$ cat src/sv/assert_macros.svh
`ifndef ASSERT_MACROS_SVH
`define ASSERT_MACROS_SVH

// Check a condition at every clock edge outside reset.
`define ASSERT_ALWAYS(lbl, cond, msg) \
  lbl: assert property (@(posedge clk_i) disable iff (!rst_ni) (cond)) else $error(msg);

// Check that a condition holds in the cycle after a trigger.
`define ASSERT_NEXT(lbl, ante, cons, msg) \
  lbl: assert property (@(posedge clk_i) disable iff (!rst_ni) (ante) |=> (cons)) else $error(msg);

`endif

$ cat src/sv/ccr_pkg.sv
package ccr_pkg;

  localparam int CW   = 24;
  localparam int RW   = 20;
  localparam int SW   = 16;
  localparam int DW   = CW + 2;
  localparam int NW   = 2 * DW + 1;
  localparam int SQW  = DW;
  localparam int PMW  = 21;
  localparam int PW   = DW + 2;
  localparam int DNW  = DW + 1;
  localparam int DVW  = DNW + 1;
  localparam int QW   = 22;
  localparam int NUW  = DW + PMW + 3;
  localparam int EW   = CW + 2;

  localparam logic [SW-1:0] SLACK_RESET = SW'(1280);
  localparam int            ONE_Q8      = 256;

  localparam logic [1:0] CMD_CIRCLE = 2'd0;
  localparam logic [1:0] CMD_BOX    = 2'd1;
  localparam logic [1:0] CMD_PASS   = 2'd2;
  localparam logic [1:0] CMD_SPARE  = 2'd3;

  typedef enum logic [1:0] {
    FACE_LEFT,
    FACE_RIGHT,
    FACE_TOP,
    FACE_BOTTOM
  } face_e;

  typedef struct packed {
    logic [1:0]           cmd;
    logic signed [CW-1:0] ax;
    logic signed [CW-1:0] ay;
    logic signed [CW-1:0] bx;
    logic signed [CW-1:0] by;
    logic [RW-1:0]        ra;
    logic [RW-1:0]        rb;
    logic [RW-1:0]        bw;
    logic [RW-1:0]        bh;
    logic signed [DW-1:0] dl;
    logic signed [DW-1:0] dr;
    logic signed [DW-1:0] dt;
    logic signed [DW-1:0] db;
    logic signed [DW-1:0] dx;
    logic signed [DW-1:0] dy;
    logic signed [DW-1:0] fmin;
    face_e                face;
  } front_t;

  typedef struct packed {
    logic [1:0]           cmd;
    logic signed [CW-1:0] ax;
    logic signed [CW-1:0] ay;
    logic signed [CW-1:0] bx;
    logic signed [CW-1:0] by;
    logic                 pos;
    logic                 in_box;
    face_e                face;
    logic [PMW-1:0]       pen;
    logic                 sx;
    logic                 sy;
    logic [DW-1:0]        magx;
    logic [DW-1:0]        magy;
    logic [DNW-1:0]       den;
  } back_t;

endpackage

$ cat src/sv/ccr_div.sv
module ccr_div import ccr_pkg::*; (
  input  logic           clk_i,
  input  logic           en_i,
  input  logic [NUW-1:0] num_i,
  input  logic [DVW-1:0] dvs_i,
  output logic [QW-1:0]  quo_o
);

  logic [NUW-1:0] rem_q [QW];
  logic [DVW-1:0] dvs_q [QW];
  logic [QW-1:0]  quo_q [QW];
  logic [NUW-1:0] rem_d [QW];
  logic [QW-1:0]  quo_d [QW];

  for (genvar k = 0; k < QW; k++) begin : g_stage
    localparam int B = QW - 1 - k;
    logic [NUW-1:0] rem_in;
    logic [DVW-1:0] dvs_in;
    logic [QW-1:0]  quo_in;
    logic [NUW-1:0] trial;

    if (k == 0) begin : g_first
      assign rem_in = num_i;
      assign dvs_in = dvs_i;
      assign quo_in = '0;
    end else begin : g_next
      assign rem_in = rem_q[k-1];
      assign dvs_in = dvs_q[k-1];
      assign quo_in = quo_q[k-1];
    end

    always_comb begin
      trial = NUW'(dvs_in) << B;
      if (rem_in >= trial) begin
        rem_d[k] = rem_in - trial;
        quo_d[k] = quo_in | (QW'(1) << B);
      end else begin
        rem_d[k] = rem_in;
        quo_d[k] = quo_in;
      end
    end

    always_ff @(posedge clk_i) begin
      if (en_i) begin
        rem_q[k] <= rem_d[k];
        dvs_q[k] <= dvs_in;
        quo_q[k] <= quo_d[k];
      end
    end
  end

  assign quo_o = quo_q[QW-1];

endmodule
$ cat config.mk
export PLATFORM = sky130hd
export DESIGN_NAME = ccr_div
export DESIGN_NICKNAME = d
export VERILOG_FILES = /design/src/sv/assert_macros.svh /design/src/sv/ccr_pkg.sv /design/src/sv/ccr_div.sv
export SDC_FILE = /design/constraint.sdc
export NUM_CORES = 2
export LEC_CHECK = 0
export BUFFER_PORTS_ARGS = -buffer_cell sky130_fd_sc_hd__clkbuf_2
export CAP_MARGIN = 5
export CORE_ASPECT_RATIO = 1.75
export CORE_MARGIN = 5
export CORE_UTILIZATION = 60
export CTS_CLUSTER_DIAMETER = 120
export DETAILED_ROUTE_END_ITERATION = 7
export PLACE_DENSITY = 0.76
export SYNTH_ARGS = -nofsm -noshare
export SYNTH_HDL_FRONTEND = slang
export SYNTH_SLANG_ARGS = --single-unit
$ cat constraint.sdc
create_clock -name clk_i -period 9.39 [get_ports clk_i]
set_input_delay 0.939 -clock clk_i [delete_from_list [all_inputs] [get_ports clk_i]]
set_output_delay 0.939 -clock clk_i [all_outputs]
set_load 0.02 [all_outputs]
* Word-level counts from Yosys, hierarchy flattened
Memories as Yosys holds them, arrays and structs flattened. Index checks and enable logic that the tools add are counted.
Cells by class: add/sub/neg operators 22, $lt $le $gt $ge 22, muxes and demuxes 46
Operator list (number):
- 50-bit 2-to-1 mux | 22
- 50-bit by 28-bit greater-or-equal comparator with 1-bit output | 1
- 50-bit by 29-bit greater-or-equal comparator with 1-bit output | 1
- 50-bit by 30-bit greater-or-equal comparator with 1-bit output | 1
- 50-bit by 31-bit greater-or-equal comparator with 1-bit output | 1
- 50-bit by 32-bit greater-or-equal comparator with 1-bit output | 1
- 50-bit by 33-bit greater-or-equal comparator with 1-bit output | 1
- 50-bit by 34-bit greater-or-equal comparator with 1-bit output | 1
- 50-bit by 35-bit greater-or-equal comparator with 1-bit output | 1
- 50-bit by 36-bit greater-or-equal comparator with 1-bit output | 1
- 50-bit by 37-bit greater-or-equal comparator with 1-bit output | 1
- 50-bit by 38-bit greater-or-equal comparator with 1-bit output | 1
- 50-bit by 39-bit greater-or-equal comparator with 1-bit output | 1
- 50-bit by 40-bit greater-or-equal comparator with 1-bit output | 1
- 50-bit by 41-bit greater-or-equal comparator with 1-bit output | 1
- 50-bit by 42-bit greater-or-equal comparator with 1-bit output | 1
- 50-bit by 43-bit greater-or-equal comparator with 1-bit output | 1
- 50-bit by 44-bit greater-or-equal comparator with 1-bit output | 1
- 50-bit by 45-bit greater-or-equal comparator with 1-bit output | 1
- 50-bit by 46-bit greater-or-equal comparator with 1-bit output | 1
- 50-bit by 47-bit greater-or-equal comparator with 1-bit output | 1
- 50-bit by 48-bit greater-or-equal comparator with 1-bit output | 1
- 50-bit by 49-bit greater-or-equal comparator with 1-bit output | 1
- 50-bit by 28-bit subtractor with 50-bit output | 1
- 43 further kinds | 45
Word-level totals: register bits 0, bits in writable memories 2200, input port bits 80, output and inout port bits 22, word-level logic and storage cells 93, memories 3
Memories:
- rem_q | depth 22, width 50, read ports 21, clocked after Yosys merged registers in 0, write ports 22, line ccr_div.sv:9 | logic [NUW-1:0] rem_q [QW];
- dvs_q | depth 22, width 28, read ports 21, clocked after Yosys merged registers in 0, write ports 22, line ccr_div.sv:10 | logic [DVW-1:0] dvs_q [QW];
- quo_q | depth 22, width 22, read ports 22, clocked after Yosys merged registers in 0, write ports 22, line ccr_div.sv:11 | logic [QW-1:0] quo_q [QW];

* Logic depth before layout (Yosys ltp)
An unclocked memory read counts as a cell.
depth after elaboration 3, depth in mapped cells 16

* Worst setup path after synthesis
No wires, ideal clock.
kind input to register, start point input dvs_i[11], end point memory rem_q[0][23] in the netlist's numbering (data pin), arrival 3648 ps, data required time 9123 ps, setup slack 5475 ps, stages 14, buffers on the path 2, path through inv_1 ha_1 and3_1 nand2_1 or4_1 a211oi_1 o21bai_1 and2_1 o21a_1 o41a_1 buf_1 clkbuf_1 nand2_1 o21ai_0
RTL lines:
- from (decl) | line ccr_div.sv:5 | input logic [DVW-1:0] dvs_i,
- to (decl) | line ccr_div.sv:9

==> metrics.txt <==
status=complete, but fails checks; failing checks=max-capacitance violations, max-slew violations; number of synthesized flops with an enable pin=between 1.5k and 2k; maximum fanout along the worst path=50; count of mapped cells out of synthesis=approximately 9k; portion of the post-synthesis area used by sequential elements=0.558; fraction of registers with async set or reset after synthesis=0; reg-to-reg critical path endpoint=rem_q[3][10]; number of antenna violations at the first check in global routing=14; CTS tree=yes; Setup crit start kind=flip-flop; RR Startpoint=rem_q[2][188]; top achievable clock speed=between 0.15 and 0.2 GHz; Clock Root Buffer=sky130_fd_sc_hd__clkbuf_16; areal power density over the cells=roughly 310 mW/mm^2; clock buffer depth=4; number of distinct standard cells referenced by the synthesized netlist=100; post-CTS resize count=0; Max-Cap Viols=1; r2r setup slk=3.87 ns; Worst slew margin=-0.0131; setup repair after global routing missed its margin=no; H-Tree Depth=4; cell types with the largest area share after synthesis=sky130_fd_sc_hd__edfxtp_1 (56%), sky130_fd_sc_hd__ha_1 (7.6%), sky130_fd_sc_hd__a21oi_1 (3.8%); Site Rows=200; Hold Buf Count CTS=0; FF-to-FF path depth=9; pin count of the biggest net entering global routing=between 200 and 250; wire length of the first global-routing pass=around 430 mm; count of final hold-check violations=0; overall via count from detail_route=71.1k; DRT antenna net count=0; library cell occupying the most area in the post-synthesis netlist=sky130_fd_sc_hd__edfxtp_1; area fraction of the dominant cell type after synthesis=0.558; CP endpoint kind=flip-flop; required time at the endpoint of the critical path=between 9 and 10 ns; post-synthesis instance area=a little over 0.1 sq mm; total routing resource utilization after global routing=0.327; Setup TNS=0 ns; clock tree sinks=about 1.9k; launch point of the worst path=rem_q[2][188]; final critical path time including I/O delays and setup=between 5 and 6 ns; total length of routed wires=between 200 and 300 mm; Final Core Density=0.654; starting utilization of the core area=0.602; kind of path behind the tightest hold check=primary input to flip-flop; final critical-path setup slack=about 3.9 ns; insertion delay of the later-clocked pin in the worst-skew pair=0.85 ns; overall die area=approximately 0.18 sq mm; total power after layout=34.8 mW; placement-stage cell area=roughly 0.11 sq mm; Layout Cells excl Fill=about 11k; CP Data Arrival Time=approximately 6 ns; number of max-slew violations in the final report=2; most used standard cells in the synthesized netlist=sky130_fd_sc_hd__edfxtp_1 (1891), sky130_fd_sc_hd__inv_1 (793), sky130_fd_sc_hd__a21oi_1 (764); final clock skew=approximately 0.054 ns; Final period util=0.588; Syn Nets=just under 10k; Area Overhead vs Synth=8.71%; routability-driven placement congestion ratio=roughly 1.1; number of iterations in the first detailed-routing pass=8; wire length per cell=between 20 and 30 um; Post-Place Worst Slack=between 4 and 5 ns; Die Span Y=approximately 560 um; average size of a mapped cell=11.4 sq um; number of DRC violations after detailed-routing iteration 0=4129; x dimension of the die=roughly 320 um; count of nets after finishing=between 9k and 10k; via-per-instance ratio=about 6.2; Final Hold Slack=0.301 ns; fraction of final layout cells sized beyond drive strength 1=0.0722; DPL Wire Length=roughly 230 mm; primary flip-flop cell chosen by synthesis mapping=sky130_fd_sc_hd__edfxtp_1; LEAKAGE=43.4 nW; type of the worst setup path=flip-flop to flip-flop; yosys synthesis warning count=0; end point of the critical path=rem_q[3][10]; number of I/O port buffers=between 100 and 150; number of failing setup endpoints in the final timing report=0; flops & latches, synth=between 1.5k and 2k; clock-pin slew of the registers on the worst-case setup and hold paths=0.07 ns; IR Drop Worst-Case VDD=~0.21 mV; top-level I/O count=between 100 and 150; Non-Filler Cell Area, Final=about 0.11 sq mm; number of global-route vias before repair=roughly 76k; cts bufs inserted=~180; gr ovfl total=0; DR DRC count=0; area of the placeable core=0.169 sq mm; most instantiated library cell after synthesis=sky130_fd_sc_hd__edfxtp_1; Placed Instances=around 11k; setup bufs post-CTS=0; slew at the pin closest to its max-slew limit=1.51 ns
==> critical path: stages (launching register included) <==
cell and delay (ns):
sky130_fd_sc_hd__edfxtp_1 0.78, sky130_fd_sc_hd__or3_1 0.60, sky130_fd_sc_hd__or3_1 0.42, sky130_fd_sc_hd__nor4_1 0.88
sky130_fd_sc_hd__nand4_1 0.55, sky130_fd_sc_hd__nand3_1 0.32, sky130_fd_sc_hd__a21o_1 0.11, sky130_fd_sc_hd__buf_4 0.48
sky130_fd_sc_hd__nor2_1 0.08, sky130_fd_sc_hd__a21oi_1 0.89
==> state kept, by name (all words and copies together), names as in the netlist <==
name   count
rem_q   1050
dvs_q    588
quo_q    253
==> routing by layer <==
| layer | up-vias | part of all wire | track usage | wire length, um |
|---|---|---|---|---|
| li1 | 33200 | - | - | - |
| met1 | 34200 | 0.24 | 0.201 | 70400 |
| met2 | 2299 | 0.57 | 0.660 | 169000 |
| met3 | 1373 | 0.037 | 0.0517 | 11000 |
| met4 | 4 | 0.16 | 0.406 | 47300 |
| met5 | - | 0.000060 | 0 | 18 |
==> final cells by class <==
type	count	area [sq um]
fill	12600	58500
sequential	1891	56800
antenna	8	20.0
tap	2222	2780
clock buffer	213	4650
inverter	794	2980
timing repair buffer	178	1190
clock inverter	101	1010
multi-input combinational	5998	41300
==> report_power, final <==
part / switching, mW / internal (mW) / total [mW]
Clock: 3.17 / 4.06 / 7.23
Combinational: 8.51 / 5.67 / 14.2
Sequential: 1.46 / 11.9 / 13.4
==> layout by cell type, fill, tap and decap left out, types with 50 or more instances in the layout <==
cell / netlist / layout
sky130_fd_sc_hd__clkbuf_2: 2 / 100
sky130_fd_sc_hd__o21ai_0: 484 / 484
sky130_fd_sc_hd__nand2b_1: 102 / 102
sky130_fd_sc_hd__clkbuf_16: 0 / 181
sky130_fd_sc_hd__o21a_1: 99 / 99
sky130_fd_sc_hd__nor2_1: 626 / 625
sky130_fd_sc_hd__nand3_1: 162 / 161
sky130_fd_sc_hd__nor4_1: 109 / 105
sky130_fd_sc_hd__inv_1: 793 / 793
sky130_fd_sc_hd__xor2_1: 284 / 284
sky130_fd_sc_hd__edfxtp_1: 1891 / 1891
sky130_fd_sc_hd__nor2b_1: 70 / 69
sky130_fd_sc_hd__a21o_1: 332 / 332
sky130_fd_sc_hd__a31oi_1: 51 / 50
sky130_fd_sc_hd__nand4_1: 120 / 120
sky130_fd_sc_hd__o21bai_1: 89 / 89
sky130_fd_sc_hd__ha_1: 616 / 616
sky130_fd_sc_hd__buf_4: 3 / 69
sky130_fd_sc_hd__mux2_2: 130 / 130
sky130_fd_sc_hd__a21oi_1: 764 / 763
sky130_fd_sc_hd__xnor2_1: 427 / 427
sky130_fd_sc_hd__nand2_1: 554 / 554
sky130_fd_sc_hd__or3_1: 56 / 56
sky130_fd_sc_hd__a211oi_1: 80 / 78
sky130_fd_sc_hd__and3_1: 69 / 69
sky130_fd_sc_hd__nor3_1: 156 / 156
==> worst min-delay path by stage <==
stage	from	end	depth (start not counted)
finish	num_i[15]	rem_q[0][15]	1
global route	num_i[3]	rem_q[0][3]	1
CTS	num_i[15]	rem_q[0][15]	1
detailed placement	quo_q[9][16]	quo_q[10][16]	0
global placement	quo_q[7][20]	quo_q[8][20]	0
floorplan	quo_q[9][12]	quo_q[10][12]	0
==> kinds of logic (layout without fill, tap and decap cells) <==
kind of cell | Yosys count | in the layout | synth area share
buffers and inverters | 1024 | 1286 | 0.0383
AO/OA/AOI/OAI | 2246 | 2246 | 0.138
AND/OR/NAND/NOR | 2269 | 2269 | 0.111
multiplexers | 135 | 135 | 0.0149
XOR/XNOR | 711 | 711 | 0.0611
flip-flops | 1891 | 1891 | 0.558
other | 0 | 8 | 0
adder cells (fa/ha/maj) | 637 | 637 | 0.0798
No activity file was read; power rests on OpenSTA's default activity.
